### config.mk
export PLATFORM = sky130hd
export DESIGN_NAME = parallel_iterative_matcher
export DESIGN_NICKNAME = d
export VERILOG_FILES = /design/src/pim_pkg.sv /design/src/parallel_iterative_matcher.sv
export SDC_FILE = /design/constraint.sdc
export NUM_CORES = 1
export LEC_CHECK = 0
export ABC_CLOCK_PERIOD_IN_PS = 14700
export BUFFER_PORTS_ARGS = -buffer_cell sky130_fd_sc_hd__buf_2
export CORE_ASPECT_RATIO = 1.4
export CORE_UTILIZATION = 25
export DETAILED_ROUTE_END_ITERATION = 6
export PLACE_DENSITY = 0.36
export SETUP_SLACK_MARGIN = 0.15
export SLEW_MARGIN = 20
export SYNTH_ARGS = -nofsm -noshare
export SYNTH_HDL_FRONTEND = slang
export SYNTH_SLANG_ARGS = --single-unit
### constraint.sdc
create_clock -name i_clk -period 14.7 [get_ports i_clk]
set_clock_uncertainty 0.05 [all_clocks]
set_input_delay 0.735 -clock i_clk [delete_from_list [all_inputs] [get_ports i_clk]]
set_output_delay 0.735 -clock i_clk [all_outputs]
set_load 0.03 [all_outputs]
### src/pim_pkg.sv
// Shared constants, register codes and helper functions of the matcher.
`default_nettype none

package pim_pkg;

    localparam int PORTS_DEFAULT = 8;
    localparam int PORTS_CFG_MAX = 15;
    localparam int SRC_W         = 3;
    localparam int MASK_W        = 8;
    localparam int CNT_W         = 4;
    localparam int CFG_W         = 16;
    localparam int CFG_IDX_W     = 1;
    localparam int PORTS_W       = 4;
    localparam int LFSR_W        = 16;

    localparam logic [PORTS_W-1:0] PORTS_RST    = 4'd8;
    localparam logic [LFSR_W-1:0]  SEED_DEFAULT = 16'hACE1;
    localparam logic [LFSR_W-1:0]  LFSR_TAPS    = 16'hB400;

    typedef enum logic [CFG_IDX_W-1:0] {
        CFG_PORTS_IN_USE = 1'b0,
        CFG_LFSR_SEED    = 1'b1
    } t_cfg_idx;

    // One Galois step: shift right, fold taps in when a one falls out.
    function automatic logic [LFSR_W-1:0] lfsr_next(input logic [LFSR_W-1:0] v);
        logic [LFSR_W-1:0] r;
        r = v >> 1;
        if (v[0]) begin
            r = r ^ LFSR_TAPS;
        end
        return r;
    endfunction

    // Eight restoring remainder steps; rem must already be below c.
    function automatic logic [CNT_W-1:0] rem_step8(input logic [CNT_W-1:0] rem,
                                                   input logic [7:0] b,
                                                   input logic [CNT_W-1:0] c);
        logic [CNT_W-1:0] t;
        t = rem;
        for (int i = 7; i >= 0; i--) begin
            t = {t[CNT_W-2:0], b[i]};
            if (t >= c) begin
                t = t - c;
            end
        end
        return t;
    endfunction

    function automatic logic [CNT_W-1:0] popcount8(input logic [MASK_W-1:0] v);
        logic [CNT_W-1:0] n;
        n = '0;
        for (int j = 0; j < MASK_W; j++) begin
            n = n + CNT_W'(v[j]);
        end
        return n;
    endfunction

    // Position of the k-th set bit, counting up from bit 0.
    function automatic logic [SRC_W-1:0] select_kth(input logic [MASK_W-1:0] v,
                                                    input logic [SRC_W-1:0] k);
        logic [SRC_W-1:0] idx;
        logic [SRC_W-1:0] seen;
        logic             found;
        idx   = '0;
        seen  = '0;
        found = 1'b0;
        for (int j = 0; j < MASK_W; j++) begin
            if (v[j] && !found) begin
                if (seen == k) begin
                    idx   = SRC_W'(j);
                    found = 1'b1;
                end else begin
                    seen = seen + SRC_W'(1);
                end
            end
        end
        return idx;
    endfunction

endpackage

`default_nettype wire

### src/parallel_iterative_matcher.sv
// Parallel iterative matcher: request store, grant/accept sequencer, shared draw unit.
//
// Usage: pulse i_start with a request row (source, mask, last flag) while o_busy is
// low; each accepted beat from an in-use source stores its row; the block stays free.
// A beat with i_last_row set stores its row, then o_busy rises for one
// request-grant-accept round. Config writes (i_cfg_we) must go in while o_busy is
// low; the block itself does not enforce this. Grant phase, per destination: a
// scan only when nobody requests it, else a scan (step LFSR and count), two
// remainder passes and a pick of the requester. Accept phase, per source: a scan
// only with zero or one grant, else the same draw steps. The shared remainder unit
// works 8 bits of the 16-bit draw per cycle and serves all grant and accept draws.
// Results: one beat per active source, ascending, each on o_valid for exactly
// one cycle; o_last_result marks the last. o_busy falls with the last beat.
// The receiver cannot stall; every beat must be taken as it appears.
// Reset (i_rst_n low, synchronous): request and grant stores cleared, 8 ports
// in use, LFSR loaded with 0xACE1, sequencer idle.
`default_nettype none

module parallel_iterative_matcher #(
    parameter int PORTS = pim_pkg::PORTS_DEFAULT
) (
    input  logic                          i_clk,
    input  logic                          i_rst_n,
    input  logic                          i_start,
    output logic                          o_busy,
    input  logic [pim_pkg::SRC_W-1:0]     i_src_port,
    input  logic [pim_pkg::MASK_W-1:0]    i_request_mask,
    input  logic                          i_last_row,
    output logic                          o_valid,
    output logic [pim_pkg::SRC_W-1:0]     o_out_src,
    output logic                          o_matched,
    output logic [pim_pkg::SRC_W-1:0]     o_match_dst,
    output logic                          o_last_result,
    input  logic                          i_cfg_we,
    input  logic [pim_pkg::CFG_IDX_W-1:0] i_cfg_idx,
    input  logic [pim_pkg::CFG_W-1:0]     i_cfg_data
);
    import pim_pkg::*;

    // Only sources 0..7 can carry a row, so at most eight rows are stored.
    localparam int ROWS = (PORTS < MASK_W) ? PORTS : MASK_W;
    localparam int RW   = $clog2(ROWS);
    // Largest active port count: 4-bit register clamped to PORTS.
    localparam int NMAX = (PORTS < PORTS_CFG_MAX) ? PORTS : PORTS_CFG_MAX;
    localparam int NW   = $clog2(NMAX + 1);

    typedef enum logic [2:0] {
        S_IDLE,
        S_GSCAN,    // look at destination r_d
        S_DIV_HI,   // remainder, upper byte of draw
        S_DIV_LO,   // remainder, lower byte of draw
        S_PICK,     // select the drawn position
        S_ASCAN     // look at source r_s
    } t_state;

    t_state              r_state;
    logic [PORTS_W-1:0]  r_ports;
    logic [LFSR_W-1:0]   r_lfsr;
    logic [MASK_W-1:0]   r_req [ROWS];
    logic [MASK_W-1:0]   r_gnt [ROWS];
    logic [NW-1:0]       r_d;
    logic [NW-1:0]       r_s;
    logic                r_accept;     // draw belongs to accept phase

    // draw unit operands
    logic [LFSR_W-1:0]   r_div;
    logic [MASK_W-1:0]   r_vec;
    logic [CNT_W-1:0]    r_cnt;
    logic [CNT_W-1:0]    r_rem;

    logic [NW-1:0]       w_n;
    logic [MASK_W-1:0]   w_live;
    logic [MASK_W-1:0]   w_col;
    logic [CNT_W-1:0]    w_col_cnt;
    logic [MASK_W-1:0]   w_grow;
    logic [CNT_W-1:0]    w_grow_cnt;
    logic [LFSR_W-1:0]   w_lfsr_nx;
    logic [SRC_W-1:0]    w_pick;
    logic [SRC_W-1:0]    w_single;
    logic                w_d_last;
    logic                w_s_last;
    logic                w_src_ok;
    logic                w_take;

    assign o_busy = (r_state != S_IDLE);
    assign w_take = i_start && !o_busy;

    // active port count, clamped to 1..NMAX
    always_comb begin
        int pv;
        pv = int'(r_ports);
        if (pv < 1) begin
            pv = 1;
        end
        if (pv > NMAX) begin
            pv = NMAX;
        end
        w_n = NW'(pv);
    end

    always_comb begin
        for (int j = 0; j < MASK_W; j++) begin
            w_live[j] = (j < int'(w_n));
        end
    end

    // column r_d of the request store: which active sources ask for this destination
    always_comb begin
        w_col = '0;
        for (int r = 0; r < ROWS; r++) begin
            for (int j = 0; j < MASK_W; j++) begin
                if (int'(r_d) == j) begin
                    w_col[r] = r_req[r][j] && w_live[r];
                end
            end
        end
    end

    assign w_grow     = (int'(r_s) < ROWS) ? r_gnt[r_s[RW-1:0]] : '0;
    assign w_col_cnt  = popcount8(w_col);
    assign w_grow_cnt = popcount8(w_grow);
    assign w_lfsr_nx  = lfsr_next(r_lfsr);
    assign w_pick     = select_kth(r_vec, r_rem[SRC_W-1:0]);
    assign w_single   = select_kth(w_grow, '0);
    assign w_d_last   = (r_d == w_n - NW'(1));
    assign w_s_last   = (r_s == w_n - NW'(1));
    assign w_src_ok   = (int'(i_src_port) < int'(w_n));

    // sequencer, stores and strobe
    always_ff @(posedge i_clk) begin
        if (!i_rst_n) begin
            r_state  <= S_IDLE;
            r_ports  <= PORTS_RST;
            r_lfsr   <= SEED_DEFAULT;
            r_d      <= '0;
            r_s      <= '0;
            r_accept <= 1'b0;
            o_valid  <= 1'b0;
            for (int r = 0; r < ROWS; r++) begin
                r_req[r] <= '0;
                r_gnt[r] <= '0;
            end
        end else begin
            o_valid <= 1'b0;
            case (r_state)
                S_IDLE: begin
                    if (w_take) begin
                        if (w_src_ok) begin
                            r_req[i_src_port[RW-1:0]] <= i_request_mask & w_live;
                        end
                        if (i_last_row) begin
                            for (int r = 0; r < ROWS; r++) begin
                                r_gnt[r] <= '0;
                            end
                            r_d     <= '0;
                            r_state <= S_GSCAN;
                        end
                    end
                end
                S_GSCAN: begin
                    if (w_col_cnt != '0) begin
                        r_lfsr   <= w_lfsr_nx;
                        r_accept <= 1'b0;
                        r_state  <= S_DIV_HI;
                    end else if (w_d_last) begin
                        r_s     <= '0;
                        r_state <= S_ASCAN;
                    end else begin
                        r_d <= r_d + NW'(1);
                    end
                end
                S_DIV_HI: begin
                    r_state <= S_DIV_LO;
                end
                S_DIV_LO: begin
                    r_state <= S_PICK;
                end
                S_PICK: begin
                    if (!r_accept) begin
                        for (int j = 0; j < MASK_W; j++) begin
                            if (int'(r_d) == j) begin
                                r_gnt[w_pick[RW-1:0]][j] <= 1'b1;
                            end
                        end
                        if (w_d_last) begin
                            r_s     <= '0;
                            r_state <= S_ASCAN;
                        end else begin
                            r_d     <= r_d + NW'(1);
                            r_state <= S_GSCAN;
                        end
                    end else begin
                        o_valid <= 1'b1;
                        if (w_s_last) begin
                            for (int r = 0; r < ROWS; r++) begin
                                r_req[r] <= '0;
                            end
                            r_state <= S_IDLE;
                        end else begin
                            r_s     <= r_s + NW'(1);
                            r_state <= S_ASCAN;
                        end
                    end
                end
                S_ASCAN: begin
                    if (w_grow_cnt > CNT_W'(1)) begin
                        r_lfsr   <= w_lfsr_nx;
                        r_accept <= 1'b1;
                        r_state  <= S_DIV_HI;
                    end else begin
                        o_valid <= 1'b1;
                        if (w_s_last) begin
                            for (int r = 0; r < ROWS; r++) begin
                                r_req[r] <= '0;
                            end
                            r_state <= S_IDLE;
                        end else begin
                            r_s <= r_s + NW'(1);
                        end
                    end
                end
                default: begin
                    r_state <= S_IDLE;
                end
            endcase

            // config writes must arrive only while idle; the block itself does not enforce this
            if (i_cfg_we) begin
                case (i_cfg_idx)
                    CFG_PORTS_IN_USE: begin
                        r_ports <= i_cfg_data[PORTS_W-1:0];
                    end
                    CFG_LFSR_SEED: begin
                        r_lfsr <= (i_cfg_data[LFSR_W-1:0] == '0) ? SEED_DEFAULT
                                                                 : i_cfg_data[LFSR_W-1:0];
                    end
                    default: begin
                    end
                endcase
            end
        end
    end

    // draw unit operands and result payload
    always_ff @(posedge i_clk) begin
        case (r_state)
            S_GSCAN: begin
                r_div <= w_lfsr_nx;
                r_vec <= w_col;
                r_cnt <= w_col_cnt;
            end
            S_DIV_HI: begin
                r_rem <= rem_step8('0, r_div[LFSR_W-1:8], r_cnt);
            end
            S_DIV_LO: begin
                r_rem <= rem_step8(r_rem, r_div[7:0], r_cnt);
            end
            S_PICK: begin
                if (r_accept) begin
                    o_out_src     <= SRC_W'(r_s);
                    o_matched     <= 1'b1;
                    o_match_dst   <= w_pick;
                    o_last_result <= w_s_last;
                end
            end
            S_ASCAN: begin
                if (w_grow_cnt > CNT_W'(1)) begin
                    r_div <= w_lfsr_nx;
                    r_vec <= w_grow;
                    r_cnt <= w_grow_cnt;
                end else begin
                    o_out_src     <= SRC_W'(r_s);
                    o_matched     <= (w_grow_cnt == CNT_W'(1));
                    o_match_dst   <= (w_grow_cnt == CNT_W'(1)) ? w_single : '0;
                    o_last_result <= w_s_last;
                end
            end
            default: begin
            end
        endcase
    end

endmodule

`default_nettype wire

After elaboration in Yosys (flattened, before gate mapping)
Memories as Yosys holds them, arrays and structs flattened. A register that Yosys moved wholly into a read port is not among the register bits.
Cells that the tools add are included.
{"block": "word_totals", "register_bits": 72, "ramBits": 128, "input_bits": 33, "out_inout_bits": 10, "word_cells": 558, "n_memories": 2}
{"block": "classes", "add_sub_neg": 39, "n_lt_le_gt_ge": 29, "n_eq_ne": 32, "muxes": 300, "n_bitwise": 27, "reduce_logical": 114}
{"name": "r_gnt", "words": 8, "word_bits": 8, "read_ports": 1, "rd_ports_with_merged_regs": 1, "wr": 8, "line_no": "parallel_iterative_matcher.sv:60", "source": "logic [MASK_W-1:0] r_gnt [ROWS];"}
{"name": "r_req", "words": 8, "word_bits": 8, "read_ports": 8, "rd_ports_with_merged_regs": 0, "wr": 8, "line_no": "parallel_iterative_matcher.sv:59", "source": "logic [MASK_W-1:0] r_req [ROWS];"}
{"operator": "$mux W3", "count": 78}
{"operator": "$mux W8", "count": 29}
{"operator": "$mux W1", "count": 159}
{"operator": "$mux W16", "count": 7}
{"operator": "$logic_and A1 B1 Y1", "count": 79}
{"operator": "$pmux W16 S2", "count": 2}
{"operator": "$ge A4 B4 Y1", "count": 15}
{"operator": "$mux W4", "count": 13}
{"operator": "$sub A3 B3 Y3", "count": 15}
{"operator": "$add A4 B1 Y4", "count": 8}
{"operator": "$gt A32 B5 Y1 const B", "count": 1}
{"operator": "$or A1 B1 Y1", "count": 24}
{"operator": "$pmux W4 S3", "count": 2}
{"operator": "$add A3 B1 Y3 const B", "count": 6}
{"operator": "$eq A3 B3 Y1", "count": 6}
{"operator": "$pmux W3 S2", "count": 3}
{"operator": "$pmux W3 S6", "count": 1}
{"operator": "$eq A4 B4 Y1 const B", "count": 4}
{"operator": "$logic_not A16 Y1", "count": 1}
{"operator": "$lt A3 B4 Y1 const A", "count": 4}
{"operator": "$ne A2 B2 Y1 const B", "count": 8}
{"operator": "$pmux W8 S2", "count": 1}
{"operator": "$reduce_or A8 Y1", "count": 2}
{"operator": "$logic_not A1 Y1", "count": 15}
{"operator": "36 further kinds", "count": 58}

Logic depth before layout (Yosys ltp)
{"block": "depth", "word_depth": 27, "ltp_mapped": 64, "depth_no_buf": 64}

Worst setup path after synthesis
Ideal clock, no wire load.
{"block": "synth_timing", "path_kind": "register to register", "start": "reg r_cnt[1]", "end": "reg r_rem[1], data pin", "setup_time_ns": 0.262, "t_arrival_ns": 11.235, "required_time_ns": 14.388, "path_slack_ns": 3.153, "stages_incl_launch_ff": 62, "path_buffers": 0, "synth_period_minus_slack_ns": 11.547, "cell_sequence": "edfxtp_1 > inv_1 > fa_1 > a21o_1 > a21o_1 > a21oi_1 > nor2_1 > a21oi_1 > inv_1 > ha_1 > nand2_1 > nand2_1 > a21o_1 > a21oi_1 > nor2_1 > a21oi_1 > inv_1 > ha_1 > [... 26 more ...] > a21o_1 > a21oi_1 > nor2_1 > a21oi_1 > inv_1 > ha_1 > nand2_1 > nand2_1 > a21o_1 > a21oi_1 > o21ai_0 > fa_1 > a21o_1 > a21o_1 > a21oi_1 > nor2b_1 > a211oi_1 > a21oi_1"}
{"block": "synth_between", "elab_chain_cells": 24, "word_cells_on_any_way": 63, "classes_between": "add/sub (16); order compare (16); mux (31)"}
{"item": "start: declaration", "line_no": "parallel_iterative_matcher.sv:68", "source": "logic [CNT_W-1:0] r_cnt;"}
{"item": "start signal: assignment", "line_no": "parallel_iterative_matcher.sv:250", "source": "r_cnt <= w_col_cnt;"}
{"item": "start signal: assignment", "line_no": "parallel_iterative_matcher.sv:270", "source": "r_cnt <= w_grow_cnt;"}
{"item": "$ge A4 B4 Y1 (tied with other cells)", "line_no": "pim_pkg.sv:43", "source": "if (t >= c) begin"}
{"item": "$mux W3", "line_no": "pim_pkg.sv:43"}
{"item": "$mux W3", "line_no": "parallel_iterative_matcher.sv:246", "source": "case (r_state)"}
{"item": "$ge A4 B4 Y1 / $sub A3 B3 Y3 (equally long branches)", "line_no": "pim_pkg.sv:43, pim_pkg.sv:44"}
{"item": "$mux W3", "line_no": "pim_pkg.sv:43"}
{"item": "$mux W3", "line_no": "parallel_iterative_matcher.sv:246"}
{"item": "$ge A4 B4 Y1 / $sub A3 B3 Y3 (equally long branches)", "line_no": "pim_pkg.sv:43, pim_pkg.sv:44"}
{"item": "$mux W3", "line_no": "pim_pkg.sv:43"}
{"item": "[... 8 more ...]"}
{"item": "$mux W3", "line_no": "pim_pkg.sv:43"}
{"item": "$mux W3", "line_no": "parallel_iterative_matcher.sv:246"}
{"item": "$ge A4 B4 Y1 / $sub A3 B3 Y3 (equally long branches)", "line_no": "pim_pkg.sv:43, pim_pkg.sv:44"}
{"item": "$mux W3", "line_no": "pim_pkg.sv:43"}
{"item": "$mux W3", "line_no": "parallel_iterative_matcher.sv:246"}
{"item": "$ge A4 B4 Y1 / $sub A3 B3 Y3 (equally long branches)", "line_no": "pim_pkg.sv:43, pim_pkg.sv:44"}
{"item": "$mux W3", "line_no": "pim_pkg.sv:43"}
{"item": "$pmux W3 S2 (*)", "line_no": "parallel_iterative_matcher.sv:246"}
{"item": "end signal: assignment", "line_no": "parallel_iterative_matcher.sv:253", "source": "r_rem <= rem_step8('0, r_div[LFSR_W-1:8], r_cnt);"}
{"item": "end signal: assignment", "line_no": "parallel_iterative_matcher.sv:256", "source": "r_rem <= rem_step8(r_rem, r_div[7:0], r_cnt);"}
{"item": "end: declaration", "line_no": "parallel_iterative_matcher.sv:69", "source": "logic [CNT_W-1:0] r_rem;"}
Mark *: on every way between the ends. The rest lies on a longest branch, timed or not. The select of a mux whose other input is x is not followed.
A chain may end at the register's enable or synchronous reset.

Worst setup path after layout
Ends and elaborated chain as after synthesis.

==> metrics <==
share of layout cells above drive strength 1=between 10% and 20%; detailed-placement wirelength estimate=between 20000 and 30000 µm; clock latency on the worst-skew pair=0.51 ns; setup violation total in the final timing report=0; peak clock frequency supported by timing=~80 MHz; number of nets in the synthesized netlist=1485; data required time at the worst endpoint=14.90 ns; fraction of registers with async set or reset after synthesis=0%; count of non-filler cells in the finished layout=2014; final routed wirelength across all metal layers=36300 µm; leftover overflow at the end of global routing=0; Yosys top cell area share=around a quarter; most instantiated flip-flop cell in the synthesis netlist=edfxtp_1; DRC viols=0; max-cap viol count=0; Worst Setup Path Type=flop to flop; total placed instance area=~13000 µm²; arrival time of data at the critical path endpoint=roughly 13 ns; cell area after technology mapping=~13000 µm²; run status=finished clean; mean cell area of the mapped netlist=9.34 µm²; most frequent cell on the critical path=a21oi_1; clock tree from TritonCTS=built; library cell with the largest summed area after synthesis=edfxtp_1; via count=roughly 9600; H-tree lvl count=1; Antenna Cells=0; chip width=191 µm; vias in the first global route=between 10000 and 15000; I/O pin cnt=43; Sink Count=203; dominant cells by area after synthesis=edfxtp_1, dfxtp_1, ha_1, nand2_1, o21ai_0; count of warnings emitted by yosys=0; setup repair after global routing missed its margin=no; Worst Path Max Fanout=15; overall routing resource usage=between 10% and 20%; placed insts=1977; proportion of synthesized chip area in sequential cells=between 40% and 50%; Slew Limit Headroom=33.7%; wire length of the first global-routing pass=between 50000 and 60000 µm; core region area=approximately 49000 µm²; cell count after synthesis=between 1000 and 1500; final setup TNS=0 ns; detailed-router iteration count before antenna repair=5; Filler cells=5288; number of buffers inserted for hold repair after clock tree synthesis=0; utilization of the core after routing=28.7%; layout-stage area growth over the synthesis result=12.6%; cell area after layout=about 14000 µm²; endpoint class of the critical path=flop; post-CTS clock slew at the launch and capture registers of the worst setup and hold paths=0.07 ns; I/O Buffers=42; post-CTS setup buffer count=0; post-layout net count=1505; post-CTS sizing=0; biggest cell delay along the critical path=about 0.48 ns; root buffer selected by CTS=clkbuf_16; post-detailed-route wirelength per cell=18.0 µm; Final Critical Period=12.44 ns; number of standard-cell rows in the floorplan=96; maximum number of pins on one net before global-route repair=65; Critical-path top delay cell=fa_1; via density per instance=approximately 4.7; final cycle utilization of the critical path=a little over four fifths; Worst Max-Slew Pin Slew=0.988 ns; Max Root-Sink Buffers=3; area of the die=51100 µm²; final-report hold violation count=0; Antenna Nets Post-Route=0; final-report max-slew violation count=0; number of different library cells in the post-synthesis netlist=83; number of synthesized flops with an enable pin=just over 100; number of antenna violations at the first check in global routing=0; number of design-rule violations left by the first detailed-router iteration=378; routability-driven placement congestion ratio=~0.76; floorplan die height=between 200 and 300 µm; starting density of the core=25.5%; nature of the critical path startpoint=flop; classification of the worst-slack hold path=flop to flop; Seq cells post-synth=around 200; cts bufs inserted=21
## placed cells by master, fill, tap and decap left out, types with 6 or more instances in the layout
master     count
a22oi_1       12
inv_1         62
nand2_1      207
o211ai_1       8
xnor2_1       15
dfxtp_1      100
nor2_1       123
a211oi_1      12
mux2i_1       31
a22o_1         8
a21boi_0       6
a21oi_1       69
nand3_1       48
clkbuf_1       7
o21ai_0      110
or2_2          7
edfxtp_1     103
nor4_1         9
fa_1          23
and3_1         9
a21o_1        25
and2_1         9
ha_1          86
nor2b_1       24
o21ai_1       10
buf_4         16
nand2b_1      15
xor2_1        26
nand4_1        8
nor3_1        15
mux4_2        16
clkbuf_16     21
buf_2         42
or3_1          6
## critical path: cells and delay by family, from the launching register on
kind | cells | cell delay (ns)
buffers and inverters | 9 | 1.26
AOI/OAI and AO/OA | 27 | 6.74
adders and majority gates | 8 | 2.58
DFF | 1 | 0.32
and+or+nand+nor | 19 | 1.21
## metal layers
| metal | GRT usage (%) | wire (µm) | vias to the layer above | part of all wire, % |
|---|---|---|---|---|
| li1 | - | - | 4811 | - |
| met1 | 17.2 | 15600 | 4595 | 43 |
| met2 | 27.6 | 19100 | 117 | 53 |
| met5 | 0 | 0 | - | 0 |
| met3 | 1.28 | 857 | 38 | 2.4 |
| met4 | 3.99 | 747 | 0 | 2.1 |
## synthesized netlist by cell type (5+ instances only)
cell	number
a211oi_1	12
a21boi_0	6
a21o_1	25
a21oi_1	70
a22o_1	8
a22oi_1	12
a31oi_1	5
and2_1	9
and3_1	9
buf_1	9
clkbuf_1	44
dfxtp_1	100
edfxtp_1	103
fa_1	23
ha_1	86
inv_1	62
mux2i_1	31
mux4_2	16
nand2_1	207
nand2b_1	15
nand3_1	48
nand4_1	8
nor2_1	124
nor2b_1	24
nor3_1	15
nor4_1	9
o211a_1	5
o211ai_1	8
o21a_1	6
o21ai_0	110
o21ai_1	10
or2_2	7
or3_1	6
xnor2_1	15
xor2_1	26
## final timing paths
check	slack, ns	start	cells past startpoint	end
worst max-delay path	2.26	r_cnt[1]$_DFFE_PP_	63	r_rem[1]$_DFFE_PP_
worst min-delay path	0.40	r_gnt[5][3]$_DFF_P_	2	r_gnt[5][3]$_DFF_P_
worst max register to register	2.26	r_cnt[1]$_DFFE_PP_	63	r_rem[1]$_DFFE_PP_
worst min register to register	0.40	r_gnt[5][3]$_DFF_P_	2	r_gnt[5][3]$_DFF_P_
## final cells by class
| cell class | count | area (µm²) | area share [%] |
|---|---|---|---|
| clock buffer | 29 | 566 | 4.01 |
| tap | 637 | 797 | 5.65 |
| timing repair buffer | 58 | 330 | 2.34 |
| clock inverter | 8 | 123 | 0.869 |
| multi-input combinational | 1017 | 6970 | 49.4 |
| sequential | 203 | 5090 | 36.1 |
| inverter | 62 | 233 | 1.65 |
## flip-flops by register name, indices dropped and copies added, names as in the netlist, named ones only
register / count
r_gnt: 64
r_req: 64
r_div: 16
r_lfsr: 16
r_vec: 8
r_cnt: 4
r_d: 4
r_ports: 4
r_s: 4
o_match_dst: 3
o_out_src: 3
r_rem: 3
r_state: 3
o_last_result: 1
o_matched: 1
o_valid: 1
r_accept: 1
## logic make-up (layout without fill, tap and decap cells)
family	count (synthesis)	in the layout	synth area share, %
XOR/XNOR	43	43	3.17
AO/OA/AOI/OAI	317	317	16.3
AND/OR/NAND/NOR	495	495	17.9
multiplexers	52	52	5.83
flip-flops	203	203	40.6
buffers and inverters	123	157	3.87
adder cells (fa/ha/maj)	110	110	12.3
## metrics by stage
step	hold slack [ns]	worst slack [ns]
after floorplan	0.356	3.15
final	0.398	2.26
after global placement	0.379	2.28
after CTS	0.402	2.08
after detailed placement	0.387	2.19
after global routing	0.417	0.928
Power is not shown: default switching activity piles up to over one toggle a cycle in this logic, so the estimate is an artifact.
